--- config.mk ---
export PLATFORM = sky130hd
export DESIGN_NAME = dsa_ctrl
export DESIGN_NICKNAME = d
export VERILOG_FILES = /design/src/rtl/descriptor_slot_allocator_unit_assert.svh /design/src/rtl/dsa_pkg.sv /design/src/rtl/dsa_ctrl.sv
export SDC_FILE = /design/constraint.sdc
export NUM_CORES = 1
export LEC_CHECK = 0
export ABC_AREA = 1
export BUFFER_PORTS_ARGS = -buffer_cell sky130_fd_sc_hd__buf_2
export CAP_MARGIN = 20
export CORE_AREA = 2 2 39 41
export CTS_CLUSTER_DIAMETER = 80
export DETAILED_ROUTE_END_ITERATION = 10
export DIE_AREA = 0 0 41 43
export PLACE_DENSITY = 0.75
export SETUP_SLACK_MARGIN = 0.2
export SYNTH_ARGS = -nofsm -noshare
export SYNTH_HDL_FRONTEND = slang
export SYNTH_SLANG_ARGS = --single-unit
--- constraint.sdc ---
create_clock -name clock -period 2 [get_ports clock]
set_clock_uncertainty 0.2 [all_clocks]
set_input_delay 0.2 -clock clock [delete_from_list [all_inputs] [get_ports clock]]
set_output_delay 0.2 -clock clock [all_outputs]
set_load 0.05 [all_outputs]
--- src/rtl/descriptor_slot_allocator_unit_assert.svh ---
// Assertion macros used by the descriptor slot allocator top level
`ifndef DESCRIPTOR_SLOT_ALLOCATOR_UNIT_ASSERT_SVH
`define DESCRIPTOR_SLOT_ALLOCATOR_UNIT_ASSERT_SVH
`ifndef SYNTHESIS
`define DSA_ASSERT_SAME(label, clk, rst, ante, cons) \
   label: assert property (@(posedge clk) disable iff (rst) (ante) |-> (cons)) \
      else $error("dsa: same-cycle check failed");
`define DSA_ASSERT_NEXT(label, clk, rst, ante, cons) \
   label: assert property (@(posedge clk) disable iff (rst) (ante) |=> (cons)) \
      else $error("dsa: next-cycle check failed");
`else
`define DSA_ASSERT_SAME(label, clk, rst, ante, cons)
`define DSA_ASSERT_NEXT(label, clk, rst, ante, cons)
`endif
`endif

--- src/rtl/dsa_pkg.sv ---
// Types, constants and controller/datapath structs of the descriptor slot allocator
`default_nettype none
package dsa_pkg;
   localparam int MAX_HEAPS      = 8;
   localparam int SLOTS_PER_HEAP = 256;
   localparam int TOTAL_SLOTS    = MAX_HEAPS * SLOTS_PER_HEAP;
   localparam int SLOT_W   = (TOTAL_SLOTS > 1) ? $clog2(TOTAL_SLOTS) : 1;
   localparam int TOP_W    = $clog2(TOTAL_SLOTS + 1);
   localparam int HEAP_W   = (MAX_HEAPS > 1) ? $clog2(MAX_HEAPS) : 1;
   localparam int CNT_W    = $clog2(MAX_HEAPS + 1);
   localparam int QUO_W    = (SLOTS_PER_HEAP > 1) ? $clog2(SLOTS_PER_HEAP) : 1;
   localparam int DIVB_W   = (QUO_W > 1) ? $clog2(QUO_W) : 1;
   localparam int DS_W     = 13;
   localparam int SPAN_W   = DS_W + QUO_W;
   localparam int ADDR_W   = 64;
   localparam int FUNC_W   = 2;
   localparam int STATUS_W = 3;
   localparam logic [DS_W-1:0] DS_RESET = DS_W'(32);

   typedef enum logic [FUNC_W-1:0] {
      FUNC_ALLOC    = 2'd0,
      FUNC_FREE     = 2'd1,
      FUNC_ADD_HEAP = 2'd2,
      FUNC_NONE     = 2'd3
   } func_type;

   typedef enum logic [STATUS_W-1:0] {
      ST_OK           = 3'd0,
      ST_EXHAUSTED    = 3'd1,
      ST_NO_ROOM      = 3'd2,
      ST_ALREADY_FREE = 3'd3,
      ST_NOT_FOUND    = 3'd4
   } status_type;

   typedef struct packed {
      logic       accept;
      logic       clr_step;
      logic       stack_rd;
      logic       alloc_take;
      logic       alloc_fin;
      logic       search_init;
      logic       search_step;
      logic       div_step;
      logic       bm_rd;
      logic       push;
      logic       heap_add;
      logic       set_status;
      status_type status_code;
      logic       rsp_load;
   } cmd_type;

   typedef struct packed {
      logic     clr_done;
      func_type func;
      logic     exhausted;
      logic     heap_full;
      logic     idx_end;
      logic     hit;
      logic     div_last;
      logic     allocated;
      logic     top_zero;
   } sts_type;
endpackage
`default_nettype wire

--- src/rtl/dsa_ctrl.sv ---
// Sequencing state machine of the descriptor slot allocator
`default_nettype none
module dsa_ctrl (
   input  wire logic             clock,
   input  wire logic             reset,
   input  wire dsa_pkg::sts_type sts,
   output dsa_pkg::cmd_type      cmd,
   input  wire logic             req_valid,
   output logic                  req_ready,
   output logic                  rsp_valid,
   input  wire logic             rsp_ready
);
   import dsa_pkg::*;

   typedef enum logic [3:0] {
      S_CLEAR, S_IDLE, S_DISPATCH, S_ALLOC_TAKE, S_ALLOC_FIN,
      S_SEARCH, S_DIV, S_BM_READ, S_CHECK, S_RESP
   } state_type;

   state_type state_ff, state_in;
   logic      rsp_valid_ff, rsp_valid_in;

   always_comb begin
      cmd       = '0;
      cmd.status_code = ST_OK;
      state_in  = state_ff;
      req_ready = 1'b0;
      unique case (state_ff)
         S_CLEAR: begin
            cmd.clr_step = 1'b1;
            if (sts.clr_done) state_in = S_IDLE;
         end
         S_IDLE: begin
            req_ready = 1'b1;
            if (req_valid) begin
               cmd.accept = 1'b1;
               state_in   = S_DISPATCH;
            end
         end
         S_DISPATCH: begin
            unique case (sts.func)
               FUNC_ALLOC: begin
                  if (sts.exhausted) begin
                     cmd.set_status  = 1'b1;
                     cmd.status_code = ST_EXHAUSTED;
                     state_in        = S_RESP;
                  end else begin
                     cmd.stack_rd = 1'b1;
                     state_in     = S_ALLOC_TAKE;
                  end
               end
               FUNC_FREE: begin
                  cmd.search_init = 1'b1;
                  state_in        = S_SEARCH;
               end
               FUNC_ADD_HEAP: begin
                  if (sts.heap_full) begin
                     cmd.set_status  = 1'b1;
                     cmd.status_code = ST_NO_ROOM;
                  end else begin
                     cmd.heap_add = 1'b1;
                  end
                  state_in = S_RESP;
               end
               default: begin
                  cmd.set_status = 1'b1;
                  state_in       = S_RESP;
               end
            endcase
         end
         S_ALLOC_TAKE: begin
            cmd.alloc_take = 1'b1;
            state_in       = S_ALLOC_FIN;
         end
         S_ALLOC_FIN: begin
            cmd.alloc_fin = 1'b1;
            state_in      = S_RESP;
         end
         S_SEARCH: begin
            if (sts.idx_end) begin
               cmd.set_status  = 1'b1;
               cmd.status_code = ST_NOT_FOUND;
               state_in        = S_RESP;
            end else begin
               cmd.search_step = 1'b1;
               if (sts.hit) state_in = S_DIV;
            end
         end
         S_DIV: begin
            cmd.div_step = 1'b1;
            if (sts.div_last) state_in = S_BM_READ;
         end
         S_BM_READ: begin
            cmd.bm_rd = 1'b1;
            state_in  = S_CHECK;
         end
         S_CHECK: begin
            if (sts.allocated) begin
               cmd.push = 1'b1;
            end else begin
               cmd.set_status  = 1'b1;
               cmd.status_code = ST_ALREADY_FREE;
            end
            state_in = S_RESP;
         end
         S_RESP: begin
            // hold the result until the output register is free
            if (!rsp_valid_ff || rsp_ready) begin
               cmd.rsp_load = 1'b1;
               state_in     = S_IDLE;
            end
         end
         default: state_in = S_CLEAR;
      endcase
   end

   always_comb begin
      rsp_valid_in = rsp_valid_ff;
      if (cmd.rsp_load) rsp_valid_in = 1'b1;
      else if (rsp_ready) rsp_valid_in = 1'b0;
   end

   always_ff @(posedge clock) begin
      if (reset) begin
         state_ff     <= S_CLEAR;
         rsp_valid_ff <= 1'b0;
      end else begin
         state_ff     <= state_in;
         rsp_valid_ff <= rsp_valid_in;
      end
   end

   assign rsp_valid = rsp_valid_ff;
endmodule
`default_nettype wire

==> summary.txt <==
STA
  – Worst Tran Pin Value: around 0.33 ns
  – Min cycle time layout: roughly 1.8 ns
  – Setup Total Neg Slack: 0 ns
  – Max-slew headroom: 0.7796
  – Final setup viols: 0
  – Final period util: 0.8842
  – Final Hold Viols: 0
  – Fin. max-slew vios: 0
  – FMAX: approximately 570 MHz
  – Unrepaired setup endpoints after global routing: true

Die
  – IO Count: 32
  – Site Rows: 14
  – CORE AREA: roughly 0.0014 mm^2
  – Die area: approximately 0.0018 mm^2
  – Die Span X: about 40 um
  – Initial Util: 0.3653
  – Die height: 43 um

Global routing
  – Antenna violations before repair: 0
  – GRT Total Usage: 0.1809
  – First-pass GRT wire length: about 2200 um
  – Pin count of the biggest net entering global routing: 8
  – Aggregate global routing overflow: 0
  – Vias in the first global route: ~560

Clock network
  – Num CTS Buffers: 3
  – Number of clock sinks: 5
  – CTS H-tree depth: 1
  – CTS tree: done
  – Clk slew on worst S/H paths: approximately 0.050 ns
  – Clock buffer depth: 2
  – Clk_lat worst skew: 0.24 ns
  – Clock tree root buffer cell: clkbuf_4

Yosys
  – Post-synthesis simple-gate area fraction: 0.5520
  – Mux cell area share after synthesis: 0
  – Cells after Synth: between 90 and 100
  – Register bit count reported by yosys: 5
  – Synth Area in Adders: 0
  – Syn. warnings: 0
  – Syn Std Cell Area: 505.5 um^2
  – Largest family of logic cells by synthesized area: simple AND/OR/NAND/NOR gates
  – Syn Area/Cell: roughly 5.6 um^2
  – XOR/XNOR Fraction of Synth Area: 0
  – Synth cell types: 21
  – Mapped Nets: around 110
  – Synth Area in Compound Gates: 0.09406
  – Sequential element share of the synthesized area: 0.1980

Detailed routing
  – TritonRoute pass-1 iters: 4
  – Routed vias/inst: just over 5
  – Post-route antenna net violation count: 0
  – Routed WL: about 1700 um
  – WL/cell: ~11 um
  – Starting DRC count in detailed routing: 15
  – Remaining DRCs: 0
  – Routed vias: 755

Critical path
  – Critical Path, Cell by Cell: inv_4 > nand2_4 > nor2_4 > nand2_4 > o2111ai_2 > buf_6
  – Crit path launch type: flop
  – Setup CP Type: flop to output pin
  – WP data arrival: around 1.4 ns
  – Crit path capture type: output pin
  – Most used cell, CP: nand2_4
  – R2R depth: 8
  – Critical Path RT: between 1.5 and 2 ns
  – CP max-delay cell: dfxtp_4
  – Largest fanout on the critical path: 6
  – Worst path max stage delay: about 0.36 ns

Final layout
  – Fin nets: roughly 150
  – Number of antenna diodes: 0
  – Area Overhead vs Synth: 76.73%
  – Filler Cells Inserted: about 130
  – Layout cells sized above 1: 0.4773

Power and ir drop
  – Clock share of power: 0.208
  – Logic pwr share: 0.553
  – Internal Pwr Total: roughly 290 uW
  – Switching share of power: 0.4808
  – Flop pwr share: 0.239
  – Total power: approximately 560 uW
  – PD cells: 629.7 mW/mm^2
  – VDD IR max: around 0.40 mV
  – Static leakage: around 0.00052 uW
  – Switching power total: ~270 uW

Placed design
  – HPWL after DPL: 1200 um
  – Port bufs: 30
  – RD Place Congestion: between 0.9 and 1

Worst hold path
  – WHS Path Cells: 3
  – Hold WC Path Type: input pin to flop

Run status
  – Status: finished clean

Flow run
  – Max-cap violations: 0
==> layer usage <==
layer | part of all wire | GRT usage | up-vias
met5 | 0 | 0 | -
li1 | - | - | 373
met2 | 0.53 | 0.3063 | 35
met3 | 0.071 | 0.03141 | 4
met4 | 0.016 | 0.08667 | 0
met1 | 0.38 | 0.2032 | 343
==> what timing repair did <==
item | CTS | global route
pin swaps | 3 | 4
setup endpoints to repair | 10 | 14
hold buffers | 1 | 0
buffers inserted | 1 | 6
endpoints found under the hold margin | 5 | 0
gates resized for setup | 15 | 19
==> registers in the layout, indices dropped and copies added, names as in the netlist <==
| signal | count |
|---|---|
| rsp_valid | 1 |
| state_ff | 4 |
==> synthesized netlist by cell type <==
cell type	n	share of area
nand3_2	1	0.020
a21oi_1	2	0.020
a21boi_1	1	0.015
inv_1	17	0.13
nor3_1	4	0.040
nor4_2	1	0.025
o21ai_0	3	0.030
nand3_1	12	0.12
nor2_2	2	0.025
nand2_2	2	0.025
dfxtp_1	5	0.20
nor2_1	20	0.15
nor2_4	1	0.022
a31oi_1	1	0.012
o2111ai_1	1	0.017
inv_2	2	0.015
nand4_1	1	0.012
nand3b_1	1	0.015
nand2_1	12	0.089
buf_4	1	0.015
nor4_1	1	0.012
==> placed cells by master (no fill, tap or decap), types with 2 or more instances in the layout <==
master and n:
o21ai_0 2, buf_2 20, clkbuf_4 5, nor2_4 2
nand2_1 11, nand3_1 12, nor2_2 4, a21oi_1 2
nor3_2 2, nor2_1 17, dfxtp_4 4, inv_1 16
inv_4 3, buf_4 11, nor3_1 2, nand2_4 3
buf_6 3
==> final cells by class <==
| class | instances | area, um^2 | area share |
|---|---|---|---|
| Clock buffer | 4 | 26.28 | 0.02941 |
| Multi-Input combinational cell | 66 | 391.6 | 0.4384 |
| Inverter | 19 | 78.83 | 0.08824 |
| Tap cell | 16 | 20.02 | 0.02241 |
| Timing Repair Buffer | 38 | 261.5 | 0.2927 |
| Sequential cell | 5 | 115.1 | 0.1289 |
==> power by group through the flow <==
stage	sequential (uW)	clock [uW]	combinational [uW]
after floorplan	126	0	197
after global placement	127	0	254
after detailed placement	127	0	257
after CTS	127	121	272
after global routing	137	133	332
final	134	117	311
==> critical path: cells and delay by family (launching register included) <==
kind,cells,cell delay (ns)
flip-flops,1,0.36
buffers and inverters,2,0.26
AND/OR/NAND/NOR,3,0.31
AO/OA/AOI/OAI,1,0.19
==> final timing paths <==
kind	from	endpoint	slack (ns)
min reg2reg	rsp_valid	rsp_valid	0.42
max	state_ff[0]	cmd[4]	0.23
min	sts[7]	state_ff[2]	0.10
max reg2reg	state_ff[3]	state_ff[1]	0.54
==> through the flow <==
step,setup slack [ns],cells,util,hold WS [ns],cell area [um^2]
after floorplan,0.1340,91,-,0.06907,534.3
after global placement,0.3094,136,0.5036,0.2473,696.9
after detailed placement,0.2750,136,0.5036,0.2514,696.9
after CTS,0.1753,142,0.5642,0.08449,780.7
after global routing,0.1669,148,0.6456,0.1024,893.4
final,0.2317,148,0.6456,0.1031,893.4
==> logic make-up (layout without fill, tap and decap cells) <==
group / Yosys count / count (layout)
AND/OR/NAND/NOR: 58 / 58
buffers and inverters: 20 / 61
AO/OA/AOI/OAI: 8 / 8
flip-flops: 5 / 5
Power figures use the tool's default switching activity.
